**src/sv/i2r_pkg.sv**
```systemverilog
package i2r_pkg;

  // Number of weights in the greedy table, M down to I.
  localparam int NumDigits = 13;
  localparam int DigitIdxW = $clog2(NumDigits);

  // Remaining value width: valid inputs are 1 to 3999.
  localparam int ValueW    = 12;
  localparam int InW       = 16;
  localparam int SymW      = 7;

  // Accepted input range.
  localparam logic signed [InW-1:0] MinValue = 16'sd1;
  localparam logic signed [InW-1:0] MaxValue = 16'sd3999;

  // The out-of-range run spells ERROR.
  localparam int ErrLen  = 5;
  localparam int ErrIdxW = $clog2(ErrLen);
  localparam logic [ErrIdxW-1:0] ErrLastIdx = ErrIdxW'(ErrLen - 1);

  // ASCII codes used by the numerals and the error text.
  localparam logic [SymW-1:0] ChM = 7'h4D;
  localparam logic [SymW-1:0] ChD = 7'h44;
  localparam logic [SymW-1:0] ChC = 7'h43;
  localparam logic [SymW-1:0] ChL = 7'h4C;
  localparam logic [SymW-1:0] ChX = 7'h58;
  localparam logic [SymW-1:0] ChV = 7'h56;
  localparam logic [SymW-1:0] ChI = 7'h49;
  localparam logic [SymW-1:0] ChE = 7'h45;
  localparam logic [SymW-1:0] ChR = 7'h52;
  localparam logic [SymW-1:0] ChO = 7'h4F;

  // Controller state, one-hot.
  typedef enum logic [1:0] {
    S_IDLE = 2'b01,
    S_EMIT = 2'b10
  } state_e;

  // Commands from the controller to the datapath.
  typedef struct packed {
    logic load;
    logic step;
  } cmd_t;

  // Status from the datapath to the controller.
  typedef struct packed {
    logic last;
  } status_t;

  // Weight of each table entry.
  function automatic logic [ValueW-1:0] digit_weight(input logic [DigitIdxW-1:0] idx);
    logic [ValueW-1:0] w;
    case (idx)
      4'd0:    w = 12'd1000;
      4'd1:    w = 12'd900;
      4'd2:    w = 12'd500;
      4'd3:    w = 12'd400;
      4'd4:    w = 12'd100;
      4'd5:    w = 12'd90;
      4'd6:    w = 12'd50;
      4'd7:    w = 12'd40;
      4'd8:    w = 12'd10;
      4'd9:    w = 12'd9;
      4'd10:   w = 12'd5;
      4'd11:   w = 12'd4;
      default: w = 12'd1;
    endcase
    return w;
  endfunction

  // True for the subtractive pairs such as CM or IV.
  function automatic logic digit_has_two(input logic [DigitIdxW-1:0] idx);
    logic two;
    case (idx)
      4'd1, 4'd3, 4'd5, 4'd7, 4'd9, 4'd11: two = 1'b1;
      default:                             two = 1'b0;
    endcase
    return two;
  endfunction

  // First character of each table entry.
  function automatic logic [SymW-1:0] digit_first(input logic [DigitIdxW-1:0] idx);
    logic [SymW-1:0] c;
    case (idx)
      4'd0, 4'd1:  c = ChM;
      4'd2:        c = ChD;
      4'd3, 4'd4:  c = ChC;
      4'd5:        c = ChX;
      4'd6:        c = ChL;
      4'd7, 4'd8:  c = ChX;
      4'd9:        c = ChI;
      4'd10:       c = ChV;
      default:     c = ChI;
    endcase
    // CM and CD start with C, XC and XL with X.
    if (idx == 4'd1) c = ChC;
    if (idx == 4'd5) c = ChX;
    return c;
  endfunction

  // Second character of the subtractive pairs.
  function automatic logic [SymW-1:0] digit_second(input logic [DigitIdxW-1:0] idx);
    logic [SymW-1:0] c;
    case (idx)
      4'd1:    c = ChM;
      4'd3:    c = ChD;
      4'd5:    c = ChC;
      4'd7:    c = ChL;
      4'd9:    c = ChX;
      4'd11:   c = ChV;
      default: c = ChI;
    endcase
    return c;
  endfunction

  // Characters of the error text.
  function automatic logic [SymW-1:0] err_char(input logic [ErrIdxW-1:0] idx);
    logic [SymW-1:0] c;
    case (idx)
      3'd0:    c = ChE;
      3'd3:    c = ChO;
      default: c = ChR;
    endcase
    return c;
  endfunction

endpackage

```
**src/sv/integer_to_roman_numeral.sv**
```systemverilog
// The first character appears in the cycle after the transaction is accepted.
// One character per cycle follows: up to 15 for a numeral, 5 for ERROR.
// A new transaction is accepted only in idle, so a run (at most 15 characters) must
// finish its one-character-per-cycle emit loop and return to idle first.
// Reset: asynchronous, active low; returns the controller to idle. The receiver
// cannot stall, so every character is presented for exactly one cycle.
module integer_to_roman_numeral (
  input  logic                            clk_i,
  input  logic                            rst_ni,
  input  logic                            start,
  output logic                            busy,
  input  logic signed [i2r_pkg::InW-1:0]  value_i,
  output logic                            strobe_o,
  output logic [i2r_pkg::SymW-1:0]        symbol_o,
  output logic                            is_error_o,
  output logic                            last_o
);

  i2r_pkg::cmd_t    cmd;
  i2r_pkg::status_t status;
  logic             strobe;

  // Sequencer.
  i2r_ctrl u_ctrl (
    .clk_i    (clk_i),
    .rst_ni   (rst_ni),
    .start    (start),
    .status_i (status),
    .cmd_o    (cmd),
    .busy     (busy),
    .strobe_o (strobe)
  );

  // Remaining value, digit selection and character lookup.
  i2r_dp u_dp (
    .clk_i      (clk_i),
    .cmd_i      (cmd),
    .value_i    (value_i),
    .status_o   (status),
    .symbol_o   (symbol_o),
    .is_error_o (is_error_o)
  );

  assign strobe_o = strobe;
  assign last_o   = strobe & status.last;

  // The final character of a run returns the block to idle.
  a_last_ends_run: assert property (@(posedge clk_i) disable iff (!rst_ni)
    strobe_o && last_o |=> !busy)
    else $error("busy still high after the last character");

  // A run without its last character keeps emitting.
  a_run_continues: assert property (@(posedge clk_i) disable iff (!rst_ni)
    strobe_o && !last_o |=> strobe_o)
    else $error("run stopped before its last character");

  // The error flag is the same on every character of a run.
  a_err_stable: assert property (@(posedge clk_i) disable iff (!rst_ni)
    strobe_o && $past(strobe_o) && !$past(last_o) |-> is_error_o == $past(is_error_o))
    else $error("error flag changed within a run");

  // An accepted transaction starts emitting in the next cycle.
  a_start_emits: assert property (@(posedge clk_i) disable iff (!rst_ni)
    start && !busy |=> strobe_o)
    else $error("no character after an accepted transaction");

endmodule

```
**src/sv/i2r_dp.sv**
```systemverilog
module i2r_dp (
  input  logic                             clk_i,
  input  i2r_pkg::cmd_t                    cmd_i,
  input  logic signed [i2r_pkg::InW-1:0]   value_i,
  output i2r_pkg::status_t                 status_o,
  output logic [i2r_pkg::SymW-1:0]         symbol_o,
  output logic                             is_error_o
);

  logic [i2r_pkg::ValueW-1:0]    n_q, n_d;
  logic                          second_q, second_d;
  logic                          err_q, err_d;
  logic [i2r_pkg::ErrIdxW-1:0]   eidx_q, eidx_d;

  logic [i2r_pkg::DigitIdxW-1:0] sel;
  logic [i2r_pkg::ValueW-1:0]    rem;
  logic                          two;
  logic                          final_char;
  logic                          out_of_range;

  // Largest weight that still fits the remaining value.
  always_comb begin
    sel = i2r_pkg::DigitIdxW'(i2r_pkg::NumDigits - 1);
    for (int i = i2r_pkg::NumDigits - 1; i >= 0; i--) begin
      if (n_q >= i2r_pkg::digit_weight(i2r_pkg::DigitIdxW'(i))) begin
        sel = i2r_pkg::DigitIdxW'(i);
      end
    end
  end

  assign two        = i2r_pkg::digit_has_two(sel);
  assign final_char = !two || second_q;
  assign rem        = n_q - i2r_pkg::digit_weight(sel);

  assign out_of_range = (value_i < i2r_pkg::MinValue) || (value_i > i2r_pkg::MaxValue);

  // Character on the output this cycle.
  always_comb begin
    if (err_q) begin
      symbol_o = i2r_pkg::err_char(eidx_q);
    end else if (second_q) begin
      symbol_o = i2r_pkg::digit_second(sel);
    end else begin
      symbol_o = i2r_pkg::digit_first(sel);
    end
  end

  assign is_error_o    = err_q;
  assign status_o.last = err_q ? (eidx_q == i2r_pkg::ErrLastIdx)
                               : (final_char && (rem == '0));

  // Next-state logic for the working registers.
  always_comb begin
    n_d      = n_q;
    second_d = second_q;
    err_d    = err_q;
    eidx_d   = eidx_q;
    if (cmd_i.load) begin
      n_d      = value_i[i2r_pkg::ValueW-1:0];
      second_d = 1'b0;
      err_d    = out_of_range;
      eidx_d   = '0;
    end else if (cmd_i.step) begin
      if (err_q) begin
        eidx_d = eidx_q + 1'b1;
      end else if (final_char) begin
        n_d      = rem;
        second_d = 1'b0;
      end else begin
        second_d = 1'b1;
      end
    end
  end

  always_ff @(posedge clk_i) begin
    n_q      <= n_d;
    second_q <= second_d;
    err_q    <= err_d;
    eidx_q   <= eidx_d;
  end

endmodule

```
**src/sv/i2r_ctrl.sv**
```systemverilog
module i2r_ctrl (
  input  logic             clk_i,
  input  logic             rst_ni,
  input  logic             start,
  input  i2r_pkg::status_t status_i,
  output i2r_pkg::cmd_t    cmd_o,
  output logic             busy,
  output logic             strobe_o
);

  i2r_pkg::state_e state_q, state_d;

  // Load on an accepted transaction, then step once per character.
  always_comb begin
    state_d    = state_q;
    cmd_o.load = 1'b0;
    cmd_o.step = 1'b0;
    case (state_q)
      i2r_pkg::S_IDLE: begin
        if (start) begin
          cmd_o.load = 1'b1;
          state_d    = i2r_pkg::S_EMIT;
        end
      end
      i2r_pkg::S_EMIT: begin
        cmd_o.step = 1'b1;
        if (status_i.last) begin
          state_d = i2r_pkg::S_IDLE;
        end
      end
      default: begin
        state_d = i2r_pkg::S_IDLE;
      end
    endcase
  end

  always_ff @(posedge clk_i or negedge rst_ni) begin
    if (!rst_ni) begin
      state_q <= i2r_pkg::S_IDLE;
    end else begin
      state_q <= state_d;
    end
  end

  assign busy     = (state_q != i2r_pkg::S_IDLE);
  assign strobe_o = (state_q == i2r_pkg::S_EMIT);

endmodule

```
**config.mk**
```make
export PLATFORM = sky130hd
export DESIGN_NAME = integer_to_roman_numeral
export DESIGN_NICKNAME = d
export VERILOG_FILES = /design/src/sv/i2r_pkg.sv /design/src/sv/integer_to_roman_numeral.sv /design/src/sv/i2r_dp.sv /design/src/sv/i2r_ctrl.sv
export SDC_FILE = /design/constraint.sdc
export NUM_CORES = 1
export LEC_CHECK = 0
export BUFFER_PORTS_ARGS = -buffer_cell sky130_fd_sc_hd__clkbuf_2
export CELL_PAD_IN_SITES_DETAIL_PLACEMENT = 1
export CELL_PAD_IN_SITES_GLOBAL_PLACEMENT = 1
export CORE_AREA = 2 2 78 80
export DETAILED_ROUTE_END_ITERATION = 6
export DIE_AREA = 0 0 80 82
export PLACE_DENSITY = 0.82
export SYNTH_ARGS = -nofsm -noshare
export SYNTH_HDL_FRONTEND = slang
export SYNTH_SLANG_ARGS = --single-unit
```
**constraint.sdc**
```tcl
create_clock -name clk_i -period 6.25 [get_ports clk_i]
set_clock_uncertainty 0.15 [all_clocks]
set_input_delay 1.25 -clock clk_i [delete_from_list [all_inputs] [get_ports clk_i]]
set_output_delay 1.25 -clock clk_i [all_outputs]
set_load 0.005 [all_outputs]
```
# --- Word-level counts from Yosys, hierarchy flattened ---
# Memory sizes are Yosys's and may differ from the RTL's.
# Index checks and enable logic that the tools add are counted.
totals:
  output_inout_bits: 11
  register_bits: 19
  mem_count: 2
  elab_cells: 83
  rom_bits: 240
classes:
  magnitude_cmp: 14
  reduce_logical: 13
  add_sub_neg: 2
  n_eq_ne: 14
  n_bitwise: 2
  muxes: 31
mem_list:
  columns: ["name", "words", "word_bits", "rd", "rd_clocked_by_memory_dff", "wr", "line_no", "rtl"]
  rows:
  - ["(no name shown)", 16, 10, 1, 0, 0, "i2r_pkg.sv:53", "case (idx)"]
  - ["(no name shown)", 16, 5, 1, 0, 0, "i2r_pkg.sv:84", "case (idx)"]
op_table:
  columns: ["operator", "n"]
  rows:
  - ["$mux W12", 4]
  - ["$mux W4", 8]
  - ["$pmux W5 S6", 1]
  - ["$mux W7", 4]
  - ["$ge A12 B10 Y1 const B", 2]
  - ["$ge A12 B3 Y1 const B", 2]
  - ["$ge A12 B4 Y1 const B", 2]
  - ["$ge A12 B6 Y1 const B", 2]
  - ["$ge A12 B7 Y1 const B", 2]
  - ["$ge A12 B9 Y1 const B", 2]
  - ["$gt A16 B13 Y1 const B", 1]
  - ["$lt A16 B2 Y1 const B", 1]
  - ["$logic_not A12 Y1", 1]
  - ["$mux W3", 4]
  - ["$sub A12 B12 Y12", 1]
  - ["$pmux W5 S2", 1]
  - ["$eq A4 B3 Y1 const B", 2]
  - ["$eq A4 B4 Y1 const B", 2]
  - ["$mux W1", 6]
  - ["$ne A2 B2 Y1 const B", 3]
  - ["$reduce_and A2 Y1", 3]
  - ["$reduce_or A6 Y1", 1]
  - ["$eq A4 B1 Y1 const B", 1]
  - ["$eq A4 B2 Y1 const B", 1]
  - ["16 further kinds", 19]

# --- Longest topological paths before layout ---
# Gate-level depths: netlist (run 1).
logic_depth:
  ltp_word: 22
  mapped_depth: 18
  depth_no_buf: 17

# --- Modules after synthesis ---
# Synthesis (run 1) repeated with hierarchy kept, for this count alone.
hier_totals:
  cells_unflattened: 290
  hier_area_um2: 2372.3
modules_own_cells:
  columns: ["module", "cells_per_inst", "area_per_inst_um2", "instances"]
  rows:
  - ["i2r_dp", 280, 2269.7, 1]
  - ["i2r_ctrl", 9, 96.3, 1]
  - ["integer_to_roman_numeral", 1, 6.3, 1]

# --- Least setup slack after synthesis (run 1) ---
# Ideal clock, no wire load.
synth_timing:
  kind: "reg2out"
  start: "reg u_dp.n_q[11] (netlist name)"
  end: "out last_o"
  n_path_buf: 0
  slack_ns: 0.472
  path_stages_with_launch: 17
  required_time_ns: 4.850
  arrival_ns: 4.378
  path_cell_list: "edfxtp_1 > or3_4 > or2_1 > or3_4 > a31oi_4 > inv_1 > ha_1 > nor3_1 > a21o_1 > fa_1 > and2b_1 > o2111ai_1 > a32oi_2 > mux2i_1 > a41o_1 > o311a_1 > o211a_1"
synth_via:
  elab_chain_len: 21
  word_cells_on_any_way: 40
  classes_between: "1 x add/sub; 12 x order compare; 6 x eq/ne; 14 x mux; 1 x bitwise; 5 x reduce/logical; 1 x memory"
synth_lines:
  columns: ["item", "line_no", "rtl"]
  rows:
  - ["from (decl)", "i2r_dp.sv:10", "logic [i2r_pkg::ValueW-1:0] n_q, n_d;"]
  - ["from (signal assigned)", "i2r_dp.sv:76", "n_q <= n_d;"]
  - ["branches (longest 18 deep; another with $ge A12 B3 Y1)", null, null]
  - ["$logic_and A1 B1 Y1 (*)", "i2r_dp.sv:50", ": (final_char && (rem == '0));"]
  - ["$mux W1 (*)", "i2r_dp.sv:49", "assign status_o.last = err_q ? (eidx_q == i2r_pkg::ErrLastIdx)"]
  - ["$and A1 B1 Y1 (*)", "integer_to_roman_numeral.sv:45", "assign last_o = strobe & status.last;"]
  - ["to (decl)", "integer_to_roman_numeral.sv:16", "output logic last_o"]
# Mark *: on every way between the ends.

# --- Worst setup path in the final report (run 1) ---
layout_timing:
  start: "reg u_dp.n_q[9] (netlist name)"
  end: "out last_o"
# Same word-level chain as after synthesis.

==> reports/metrics.yaml, run 1 <==
outcome:
  status: "complete, but fails checks"
  violations: "setup timing"
die:
  fp.dieW_um: 80
  dieArea_um2: 6560
  core_um2: 5750
  num_rows: 28
  start_util_pct: 38.7
  die_h_um: 82
  io_pins: 30
clock_network:
  cts_tree: "yes"
  worstSkewPairLatency_ns: 0.26
  cts-root-buf: "clkbuf_8"
  holdBufCountCts: 0
  htreeDepth: 1
  cts_sinks: 19
  cts_buffers: 3
  clockBufferDepth: 2
  clk_pin_slew_ns: 0.07
sta:
  timing.fmax_mhz: 159
  tightest_slew_ns: 1.15
  timing_hold_violations_final: 0
  slew_viol_final: 0
  hold_ws_ns: 0.344
  min_period_ns: 6.27
  slew_headroom_pct: 22.7
  layout_setup_ws_ns: -0.0216
  period_share_pct: 100
  setup_viol: 1
place:
  portBuffers: 27
  pre_cts_ws_ns: 0.121
  hpwl_mm: 5.48
  dpl_cell_area_um2: 2450
  gp_congestion: 0.860
worst_setup_path:
  cp.depth: 17
  cpMaxStageDelayCell: "nor4_1"
  r2r-end: "u_ctrl.state_q[1]$_DFFE_PN0P_"
  slowest_delay_ns: 0.56
  crit_end: "last_o"
  rrSetupSlack_ns: 1.48
  crit_family: "simple AND/OR/NAND/NOR gates"
  cp-startpoint: "u_dp.n_q[9]$_DFFE_PP_"
  path_cells: "or3_4, or2_1, or3_4, a31oi_4, inv_1, ha_4, a21oi_1, ha_1, fa_2, and2b_1, o22ai_1, xnor2_1, nor4_1, and4_1, o311a_1, o211a_1, clkbuf_2"
  critPathBufInv: 2
  cp.arrival_ns: 4.87
  criticalPathCategory: "register to output pin"
  r2r_start: "u_dp.n_q[9]$_DFFE_PP_"
  crit_fanout: 4
  reg2reg_depth: 16
  critical_path_required_ns: 4.85
  critPathLaunchType: "register"
  crit_path_end_kind: "output pin"
  path_common_cell: "or3_4"
cells_and_area:
  syn2layout_area_growth_pct: 20.5
  final_layout_size_suffix_gt1_share_pct: 26.2
  final_area_um2: 2680
  insertedDiodeCount: 0
  finish.utilization_pct: 46.7
  nets: 363
route:
  wl_mm: 7.35
  wl_per_cell_um: 18.4
  first_pass_iters: 4
  via_per_inst: 5.90
  drtIter0Drc: 136
  drc: 0
  ant_nets: 0
  vias: 2359
grt:
  grt_pass1_vias: 2314
  grt_pass1_wl_mm: 11.3
  overflow: 0
  antenna_found_initial: 0
  grt_max_degree: 19
  grt_use_total_pct: 21.7
synthesis:
  synthCells: 287
  synth-async-reset-ratio_pct: 10.5
  synth-edff-count: 13
  synthFlopType: "edfxtp_1"
  synth_top_cell_area_share_pct: 17.5
  synth.distinct_cells: 67
  synth_top_area_cell: "edfxtp_1"
  syn_area_per_cell_um2: 7.76
  synth.ff_latch_count: 19
  yosysSeqAreaShare_pct: 23.4
  synthTopCellsByArea: "edfxtp_1 (18%), ha_1 (9.6%), a21oi_1 (5.4%), nand2_1 (5.1%), nor2_1 (4.7%)"
  ys_warn_count: 0
  synth_nets: 324
  syn_area_um2: 2230
pwr:
  ir_worst_vdd_v: 0.000297
  p_leak_nw: 1.12
  pwr_density_cell_nw_per_um2: 644
  finalPower_mw: 1.73
job:
  cap_violations: 0
min_path:
  min_path_type: "register to register"
-- cells in the mapped netlist (6+ instances only) --
cell type and n:
nand2_1 30, nor2_1 28, a21oi_1 24, inv_1 19, o21ai_0 19, ha_1 17, edfxtp_1 13, a31oi_1 9
clkbuf_1 9, nor4_1 8, nand3_1 6, nor3_1 6
-- layer usage --
layer  share of wire, %  routed length (um)  GRT usage, %
met1                 42                3110          27.7
met3                2.8                 206          1.10
met5                  0                   0             0
met4                2.7                 198          8.31
met2                 52                3840          38.6
-- final cells by class --
type,instances,area (um^2)
fillers,754,3060
clock buffers,3,41.3
multi-input cells,236,1660
repair buffers,47,285
flip-flops and latches,19,522
inverters,19,71.3
well taps,75,93.8
clock inverters,1,5.00
-- per-stage QoR --
| step | TNS (ns) | instances |
|---|---|---|
| finish | -0.0216 | 400 |
| global route | -0.118 | 400 |
| CTS | 0 | 393 |
| detailed placement | 0 | 383 |
| global placement | 0 | 383 |
| floorplan | 0 | 287 |
-- state kept, by name, indices dropped and copies added, names as in the netlist --
name and cells:
u_dp.second_q 1, u_dp.n_q 12, u_dp.is_error_o 1, u_ctrl.state_q 2, u_dp.eidx_q 3
-- report_power, final --
group,switching (mW),internal [mW]
registers,0.0751,0.235
clock network,0.0420,0.0443
logic,0.781,0.548
-- worst min-delay path by stage --
stage	startpoint	end	slack, ns	cells past startpoint
3_3_place_gp	u_dp.eidx_q[1]$_SDFFE_PP0P_	u_dp.eidx_q[1]$_SDFFE_PP0P_	0.32	2
2_1_floorplan	u_dp.eidx_q[1]$_SDFFE_PP0P_	u_dp.eidx_q[1]$_SDFFE_PP0P_	0.30	2
5_1_grt	u_dp.eidx_q[1]$_SDFFE_PP0P_	u_dp.eidx_q[1]$_SDFFE_PP0P_	0.38	2
4_1_cts	u_dp.eidx_q[1]$_SDFFE_PP0P_	u_dp.eidx_q[1]$_SDFFE_PP0P_	0.35	2
6_report	u_dp.eidx_q[1]$_SDFFE_PP0P_	u_dp.eidx_q[1]$_SDFFE_PP0P_	0.34	2
3_5_place_dp	u_dp.eidx_q[1]$_SDFFE_PP0P_	u_dp.eidx_q[1]$_SDFFE_PP0P_	0.34	2
-- placed cells by master, fill, tap and decap left out, types with 6 or more instances in the layout --
cell type,n
a21oi_1,23
o21ai_0,18
ha_1,14
a31oi_1,8
nand3_1,6
edfxtp_1,13
nor2_1,28
nand2_1,29
inv_1,19
nor4_1,8
buf_4,20
clkbuf_2,27
-- what timing repair did --
action	CTS	global route
setup endpoints to repair	1	1
gates resized for setup	3	14
pin swaps	2	7
buffers inserted	6	7
cloned	0	0
-- worst register-to-register path: stages, from the launching register on --
cell,delay (ns)
edfxtp_1,0.39
or3_4,0.42
or2_1,0.26
or3_4,0.41
a31oi_4,0.14
inv_1,0.12
ha_4,0.30
a21oi_1,0.08
ha_1,0.24
fa_2,0.37
and2b_1,0.24
o22ai_1,0.10
xnor2_1,0.21
nor4_1,0.56
and4_1,0.29
o311a_1,0.22
a31oi_1,0.12
-- logic make-up (layout without fill, tap and decap cells) --
logic type | count (synthesis) | in the layout | share of synthesized area [%]
muxes | 4 | 4 | 1.80
buffers and inverters | 32 | 70 | 5.79
adders and majority gates | 18 | 18 | 10.5
other | 2 | 2 | 0.337
and+or+nand+nor | 112 | 112 | 26.2
DFF | 19 | 19 | 23.4
xor gates and xnor gates | 9 | 9 | 3.54
AOI/OAI and AO/OA | 91 | 91 | 28.4
(Power assumes the default switching activity.)
==> run 2: changes to the inputs <==
--- a/config.mk
+++ b/config.mk
@@ -9,8 +9,10 @@
 export CELL_PAD_IN_SITES_DETAIL_PLACEMENT = 1
 export CELL_PAD_IN_SITES_GLOBAL_PLACEMENT = 1
 export CORE_AREA = 2 2 78 80
+export CTS_BUF_LIST = sky130_fd_sc_hd__clkbuf_2
 export DETAILED_ROUTE_END_ITERATION = 6
 export DIE_AREA = 0 0 80 82
+export HOLD_SLACK_MARGIN = 0.08
 export PLACE_DENSITY = 0.82
 export SYNTH_ARGS = -nofsm -noshare
 export SYNTH_HDL_FRONTEND = slang
==> reports/metrics.yaml, run 2 (same netlist as run 1, synthesis figures left out) <==
outcome:
  status: "finished clean"  # was complete, but fails checks
place:
  hpwl_mm: 5.48  # unchanged
  gp_congestion: 0.860  # unchanged
  portBuffers: 27  # unchanged
sta:
  slew_viol_final: 0  # unchanged
  slew_headroom_pct: 22.5  # was 22.7%
  period_share_pct: 100  # about the same
  tightest_slew_ns: 1.16  # was 1.15 ns
  timing_hold_violations_final: 0  # unchanged
  setup_viol: 0  # was 1
  timing.fmax_mhz: 160  # was 159 MHz
  min_period_ns: 6.25  # was 6.27 ns
worst_setup_path:
  path_cells: "or3_4, or2_4, or3_4, a31oi_4, inv_2, ha_4, a21oi_2, ha_2, fa_2, and2b_1, o22ai_1, xnor2_1, nor4_1, and4_1, o311a_1, o211a_1, clkbuf_2"  # was or3_4, or2_1, or3_4, a31oi_4, inv_1, ha_4, a21oi_1, ha_1, fa_2, and2b_1, o22ai_1, xnor2_1, nor4_1, and4_1, o311a_1, o211a_1, clkbuf_2
  cp.depth: 17  # unchanged
  slowest_delay_ns: 0.47  # was 0.56 ns
  path_common_cell: "or3_4"  # unchanged
  cpMaxStageDelayCell: "nor4_1"  # unchanged
  reg2reg_depth: 16  # unchanged
  critPathBufInv: 2  # unchanged
  critical_path_required_ns: 4.85  # about the same
  criticalPathCategory: "register to output pin"  # unchanged
  cp.arrival_ns: 4.85  # was 4.87 ns
  critPathLaunchType: "register"  # unchanged
  crit_fanout: 5  # was 4
  crit_family: "simple AND/OR/NAND/NOR gates"  # unchanged
  crit_path_end_kind: "output pin"  # unchanged
route:
  first_pass_iters: 6  # was 4
  wl_per_cell_um: 19.1  # was 18.4 um
  via_per_inst: 6.00  # was 5.90
  wl_mm: 7.68  # was 7.35 mm
  ant_nets: 0  # unchanged
  drtIter0Drc: 121  # was 136
  vias: 2417  # was 2359
  drc: 0  # unchanged
clock_network:
  cts_tree: "yes"  # unchanged
  htreeDepth: 1  # unchanged
  cts-root-buf: "clkbuf_2"  # was clkbuf_8
  worstSkewPairLatency_ns: 0.35  # was 0.26 ns
  clockBufferDepth: 2  # unchanged
  cts_buffers: 3  # unchanged
  cts_sinks: 19  # unchanged
  clk_pin_slew_ns: 0.21  # was 0.07 ns
cells_and_area:
  fillerInstances: 740  # was 754
  seq_area_um2: 522  # unchanged
  multi_input_area_um2: 1690  # was 1660 um^2
  syn2layout_area_growth_pct: 21.5  # was 20.5%
  nets: 366  # was 363
  largest_register: "u_dp.n_q"  # unchanged
  insertedDiodeCount: 0  # unchanged
  largest_register_ffs: 12  # unchanged
  final_cell_mix: "nand2_1 (30), clkbuf_2 (30), nor2_1 (28), buf_4 (23), a21oi_1 (22)"  # was nand2_1 (29), nor2_1 (28), clkbuf_2 (27), a21oi_1 (23), buf_4 (20)
  reg_top3: "u_dp.n_q: 12 flops, u_dp.eidx_q: 3 flops, u_ctrl.state_q: 2 flops"  # unchanged
  final_layout_size_suffix_gt1_share_pct: 28.4  # was 26.2%
  finish.utilization_pct: 47.1  # was 46.7%
job:
  cap_violations: 0  # unchanged
die:
  fp.dieW_um: 80  # unchanged
  dieArea_um2: 6560  # unchanged
  num_rows: 28  # unchanged
  core_um2: 5750  # unchanged
  start_util_pct: 38.7  # unchanged
  io_pins: 30  # unchanged
  die_h_um: 82  # unchanged
grt:
  grt_max_degree: 19  # unchanged
  antenna_found_initial: 0  # unchanged
  grt_pass1_wl_mm: 11.2  # was 11.3 mm
  grt_use_total_pct: 21.5  # was 21.7%
  overflow: 0  # unchanged
  grt_pass1_vias: 2327  # was 2314
min_path:
  min_path_cells: 2  # unchanged
  min_path_type: "register to register"  # unchanged
pwr:
  p_leak_nw: 1.13  # was 1.12 nW
  ir_worst_vdd_v: 0.000265  # was 0.000297 V
  pwr_density_cell_nw_per_um2: 643  # was 644 nW/um^2
  finalPower_mw: 1.74  # was 1.73 mW
[run 2: worst paths after layout]
check	start	to	slack (ns)
min in group asynchronous	rst_ni	u_ctrl.state_q[1]$_DFFE_PN0P_	0.49
hold reg to reg	u_dp.eidx_q[1]$_SDFFE_PP0P_	u_dp.eidx_q[1]$_SDFFE_PP0P_	0.36
setup reg to reg	u_dp.n_q[11]$_DFFE_PP_	u_ctrl.state_q[1]$_DFFE_PN0P_	1.64
hold / removal	u_dp.eidx_q[1]$_SDFFE_PP0P_	u_dp.eidx_q[1]$_SDFFE_PP0P_	0.36
max in group asynchronous	rst_ni	u_ctrl.state_q[0]$_DFFE_PN1P_	5.27
setup / recovery	u_dp.n_q[11]$_DFFE_PP_	last_o	0.002
[run 2: metal layers]
layer | track usage, % | part of all wire [%]
met1 | 27.1 | 43
met4 | 7.46 | 1.7
met2 | 38.8 | 52
met3 | 1.10 | 2.7
met5 | 0 | 0
[run 2: report_power, final]
group | internal [mW] | leakage, nW | total (mW) | switching (mW)
Clock | 0.0145 | 0.0164 | 0.0596 | 0.0451
Combinational | 0.574 | 0.942 | 1.36 | 0.790
Sequential | 0.235 | 0.176 | 0.315 | 0.0799
[run 2: metrics by stage]
step                      std cells  hold slack (ns)  TNS (ns)  cell area, um^2  setup WS [ns]
after floorplan                 287            0.303         0             2230          0.472
after global placement          383            0.320         0             2450          0.251
after detailed placement        383            0.344         0             2450          0.121
after CTS                       393            0.367         0             2540         0.0248
after global routing            403            0.405    -0.102             2710         -0.102
final                           403            0.362         0             2710        0.00234
[run 2: what timing repair did]
| item | in CTS | in global routing |
|---|---|---|
| pin swaps | 3 | 13 |
| buffers inserted | 6 | 10 |
| setup endpoints to repair | 1 | 1 |
| gates resized for setup | 6 | 21 |
| gates cloned | 0 | 0 |
| hold buffers | 0 | 0 |
[run 2: layout make-up]
cell class | count | area share, %
tap | 75 | 3.47
timing repair buffer | 50 | 11.4
clock inverter | 1 | 0.185
clock buffer | 3 | 0.555
multi-input combinational | 236 | 62.5
inverter | 19 | 2.64
sequential | 19 | 19.3
[run 2: worst min-delay path, cell delays in order (launching register included)]
cell and delay [ns]:
dfxtp_1 0.38, nand2_1 0.06, a21oi_1 0.06
==> run 3: changes to the inputs <==
--- a/config.mk
+++ b/config.mk
@@ -5,15 +5,16 @@
 export SDC_FILE = /design/constraint.sdc
 export NUM_CORES = 1
 export LEC_CHECK = 0
+export ABC_AREA = 1
 export BUFFER_PORTS_ARGS = -buffer_cell sky130_fd_sc_hd__clkbuf_2
 export CELL_PAD_IN_SITES_DETAIL_PLACEMENT = 1
 export CELL_PAD_IN_SITES_GLOBAL_PLACEMENT = 1
-export CORE_AREA = 2 2 78 80
+export CORE_AREA = 2 2 79 81
 export CTS_BUF_LIST = sky130_fd_sc_hd__clkbuf_2
 export DETAILED_ROUTE_END_ITERATION = 6
-export DIE_AREA = 0 0 80 82
+export DIE_AREA = 0 0 81 83
 export HOLD_SLACK_MARGIN = 0.08
-export PLACE_DENSITY = 0.82
+export PLACE_DENSITY = 0.85
 export SYNTH_ARGS = -nofsm -noshare
 export SYNTH_HDL_FRONTEND = slang
 export SYNTH_SLANG_ARGS = --single-unit
==> constraint.sdc (replaced) <==
create_clock -name clk_i -period 6.6 [get_ports clk_i]
set_clock_uncertainty 0.15 [all_clocks]
set_input_delay 1.32 -clock clk_i [delete_from_list [all_inputs] [get_ports clk_i]]
set_output_delay 1.32 -clock clk_i [all_outputs]
set_load 0.005 [all_outputs]
==> reports/metrics.yaml, run 3 <==
worst_setup_path:
  reg2reg_depth: 33  # was 16
  r2r_start: "u_dp.n_q[9]$_DFFE_PP_"  # was u_dp.n_q[11]$_DFFE_PP_
  slowest_delay_ns: 0.49  # was 0.47 ns
  cp.arrival_ns: 4.69  # was 4.85 ns
  rrSetupSlack_ns: 2.12  # was 1.64 ns
  critical_path_required_ns: 5.13  # was 4.85 ns
  path_common_cell: "nand2_1"  # was or3_4
  crit_path_end_kind: "output pin"  # unchanged
  r2r-end: "u_ctrl.state_q[0]$_DFFE_PN1P_"  # was u_ctrl.state_q[1]$_DFFE_PN0P_
  cpMaxStageDelayCell: "edfxtp_1"  # was nor4_1
  criticalPathCategory: "register to output pin"  # unchanged
  crit_fanout: 9  # was 5
  critPathLaunchType: "register"  # unchanged
min_path:
  min_to: "u_dp.eidx_q[1]$_SDFFE_PP0P_"  # unchanged
  hold_path.startpoint: "u_dp.eidx_q[1]$_SDFFE_PP0P_"  # unchanged
  min_path_cells: 2  # unchanged
  min_path_type: "register to register"  # unchanged
synthesis:
  synth_top_area_cell: "edfxtp_1"  # unchanged
  synthTopCellsByCount: "nand2_1 (101), inv_1 (54), nor2_1 (30), o21ai_0 (27), a21oi_1 (22)"  # was nand2_1 (30), nor2_1 (28), a21oi_1 (24), inv_1 (19), o21ai_0 (19)
  yosysSeqAreaShare_pct: 23.2  # was 23.4%
  synth.ff_latch_count: 19  # unchanged
  synthFlopType: "edfxtp_1"  # unchanged
  yosysMostFrequentCell: "nand2_1"  # unchanged
  synth.distinct_cells: 42  # was 67
  synth_nets: 391  # was 324
  synthTopCellsByArea: "edfxtp_1 (17%), nand2_1 (17%), ha_1 (9.4%), inv_1 (9.0%), o21ai_0 (6.0%)"  # was edfxtp_1 (18%), ha_1 (9.6%), a21oi_1 (5.4%), nand2_1 (5.1%), nor2_1 (4.7%)
  syn_area_per_cell_um2: 6.37  # was 7.76 um^2
  syn_area_um2: 2250  # was 2230 um^2
  synth-edff-count: 13  # unchanged
  synth_top_cell_area_share_pct: 17.3  # was 17.5%
  synth-async-reset-ratio_pct: 10.5  # unchanged
  synthCells: 354  # was 287
  ys_warn_count: 0  # unchanged
sta:
  slew_headroom_pct: 66.1  # was 22.5%
  setup_viol: 0  # unchanged
  timing.fmax_mhz: 162
  min_period_ns: 6.16
  layout_setup_ws_ns: 0.439  # was 0.00234 ns
  period_share_pct: 93.3
  setup_tns_ns: 0  # unchanged
  tightest_slew_ns: 0.508  # was 1.16 ns
  timing_hold_violations_final: 0  # unchanged
  grt_setup_unrepaired: "false"
  slew_viol_final: 0  # unchanged
route:
  wl_mm: 6.94  # was 7.68 mm
  via_per_inst: 5.27  # was 6.00
  ant_nets: 0  # unchanged
  drtIter0Drc: 120  # was 121
  vias: 2462  # was 2417
  drc: 0  # unchanged
  wl_per_cell_um: 14.9  # was 19.1 um
  first_pass_iters: 4  # was 6
grt:
  grt_pass1_vias: 2511  # was 2327
  overflow: 0  # unchanged
  grt_pass1_wl_mm: 11.6  # was 11.2 mm
  grt_max_degree: 22  # was 19
  antenna_found_initial: 0  # unchanged
  grt_use_total_pct: 21.0  # was 21.5%
cells_and_area:
  multi_input_area_um2: 1500  # was 1690 um^2
  layout.cells.non_filler: 467  # was 403
  largest_register: "u_dp.n_q"  # unchanged
  final_cell_mix: "nand2_1 (100), inv_1 (54), clkbuf_2 (30), nor2_1 (29), o21ai_0 (27)"  # was nand2_1 (30), clkbuf_2 (30), nor2_1 (28), buf_4 (23), a21oi_1 (22)
  final_common_cell: "nand2_1"
  insertedDiodeCount: 0  # unchanged
  final_layout_size_suffix_gt1_share_pct: 17.9  # was 28.4%
  seq_area_um2: 522  # unchanged
  reg_top3: "u_dp.n_q: 12 flops, u_dp.eidx_q: 3 flops, u_ctrl.state_q: 2 flops"  # unchanged
  largest_register_ffs: 12  # unchanged
  syn2layout_area_growth_pct: 14.8  # was 21.5%
  fillerInstances: 822  # was 740
  finish.utilization_pct: 44.5  # was 47.1%
  nets: 430  # was 366
clock_network:
  htreeDepth: 1  # unchanged
  cts_tree: "yes"  # unchanged
  cts-root-buf: "clkbuf_2"  # unchanged
  cts_sinks: 19  # unchanged
  cts_buffers: 3  # unchanged
  holdBufCountCts: 0  # unchanged
  clk_pin_slew_ns: 0.22  # was 0.21 ns
  worstSkewPairLatency_ns: 0.32  # was 0.35 ns
  clockBufferDepth: 2  # unchanged
die:
  io_pins: 30  # unchanged
  dieArea_um2: 6720  # was 6560 um^2
  die_h_um: 83  # was 82 um
  core_um2: 5820  # was 5750 um^2
  num_rows: 28  # unchanged
  start_util_pct: 38.7  # about the same
  fp.dieW_um: 81  # was 80 um
place:
  hpwl_mm: 5.61  # was 5.48 mm
  place_inst: 453  # was 383
  pre_cts_ws_ns: 0.709  # was 0.121 ns
  portBuffers: 27  # unchanged
  gp_congestion: 0.934  # was 0.860
job:
  cap_violations: 0  # unchanged
outcome:
  status: "finished clean"  # unchanged
run 3: layer usage:
| layer | up-vias | track usage, % | wire (um) |
|---|---|---|---|
| met5 | - | 0 | 0 |
| met4 | 0 | 5.86 | 94 |
| met3 | 10 | 1.63 | 235 |
| met2 | 49 | 36.3 | 3560 |
| met1 | 1172 | 27.6 | 3050 |
| li1 | 1231 | - | - |
run 3: kinds of logic (layout without fill, tap and decap cells):
logic type               Yosys count  after routing  share of synthesized area [%]
flip-flops                        19             19                           23.2
AO/OA/AOI/OAI                     68             68                           17.4
adder cells (fa/ha/maj)           18             18                           10.3
AND/OR/NAND/NOR                  176            176                           34.8
buffers and inverters             64            102                           11.3
XOR/XNOR                           7              7                           2.72
other                              2              2                          0.333
run 3: worst max path at each step:
stage / end / cells after the start / startpoint
floorplan: last_o / 31 / u_dp.n_q[9]$_DFFE_PP_
detailed placement: last_o / 32 / u_dp.n_q[9]$_DFFE_PP_
finish: last_o / 32 / u_dp.n_q[9]$_DFFE_PP_
global route: last_o / 32 / u_dp.n_q[11]$_DFFE_PP_
CTS: last_o / 32 / u_dp.n_q[9]$_DFFE_PP_
global placement: last_o / 32 / u_dp.n_q[9]$_DFFE_PP_
run 3: metrics by stage:
| stage | area (um^2) | hold slack, ns |
|---|---|---|
| 3_3_place_gp | 2470 | 0.321 |
| 6_report | 2590 | 0.356 |
| 4_1_cts | 2490 | 0.360 |
| 3_5_place_dp | 2470 | 0.336 |
| 2_1_floorplan | 2250 | 0.303 |
| 5_1_grt | 2590 | 0.387 |
run 3: worst max-delay path, delay by kind of cell (launching register included):
| kind | cells | cell delay [ns] |
|---|---|---|
| AOI/OAI and AO/OA | 2 | 0.26 |
| buffers and inverters | 5 | 0.52 |
| and+or+nand+nor | 22 | 2.14 |
| DFF | 1 | 0.49 |
| adders and majority gates | 3 | 0.96 |
run 3: layout make-up:
type                       instances  area share [%]
timing repair buffer              39            8.70
inverter                          59            8.75
tap                               75            3.63
clock buffer                       3           0.580
multi-input combinational        271            58.0
clock inverter                     1           0.193
sequential                        19            20.2
run 3: timing repair:
| action | in CTS | in global routing |
|---|---|---|
| setup buffers | 0 | 10 |
| endpoints found under the setup margin | 0 | 1 |
| resized for setup | 0 | 4 |
| endpoints found under the hold margin | 0 | 0 |
Power of run 3 is left out: the tool's default activity adds up to more than one toggle a clock period on the data nets, which glitch-free logic cannot reach.
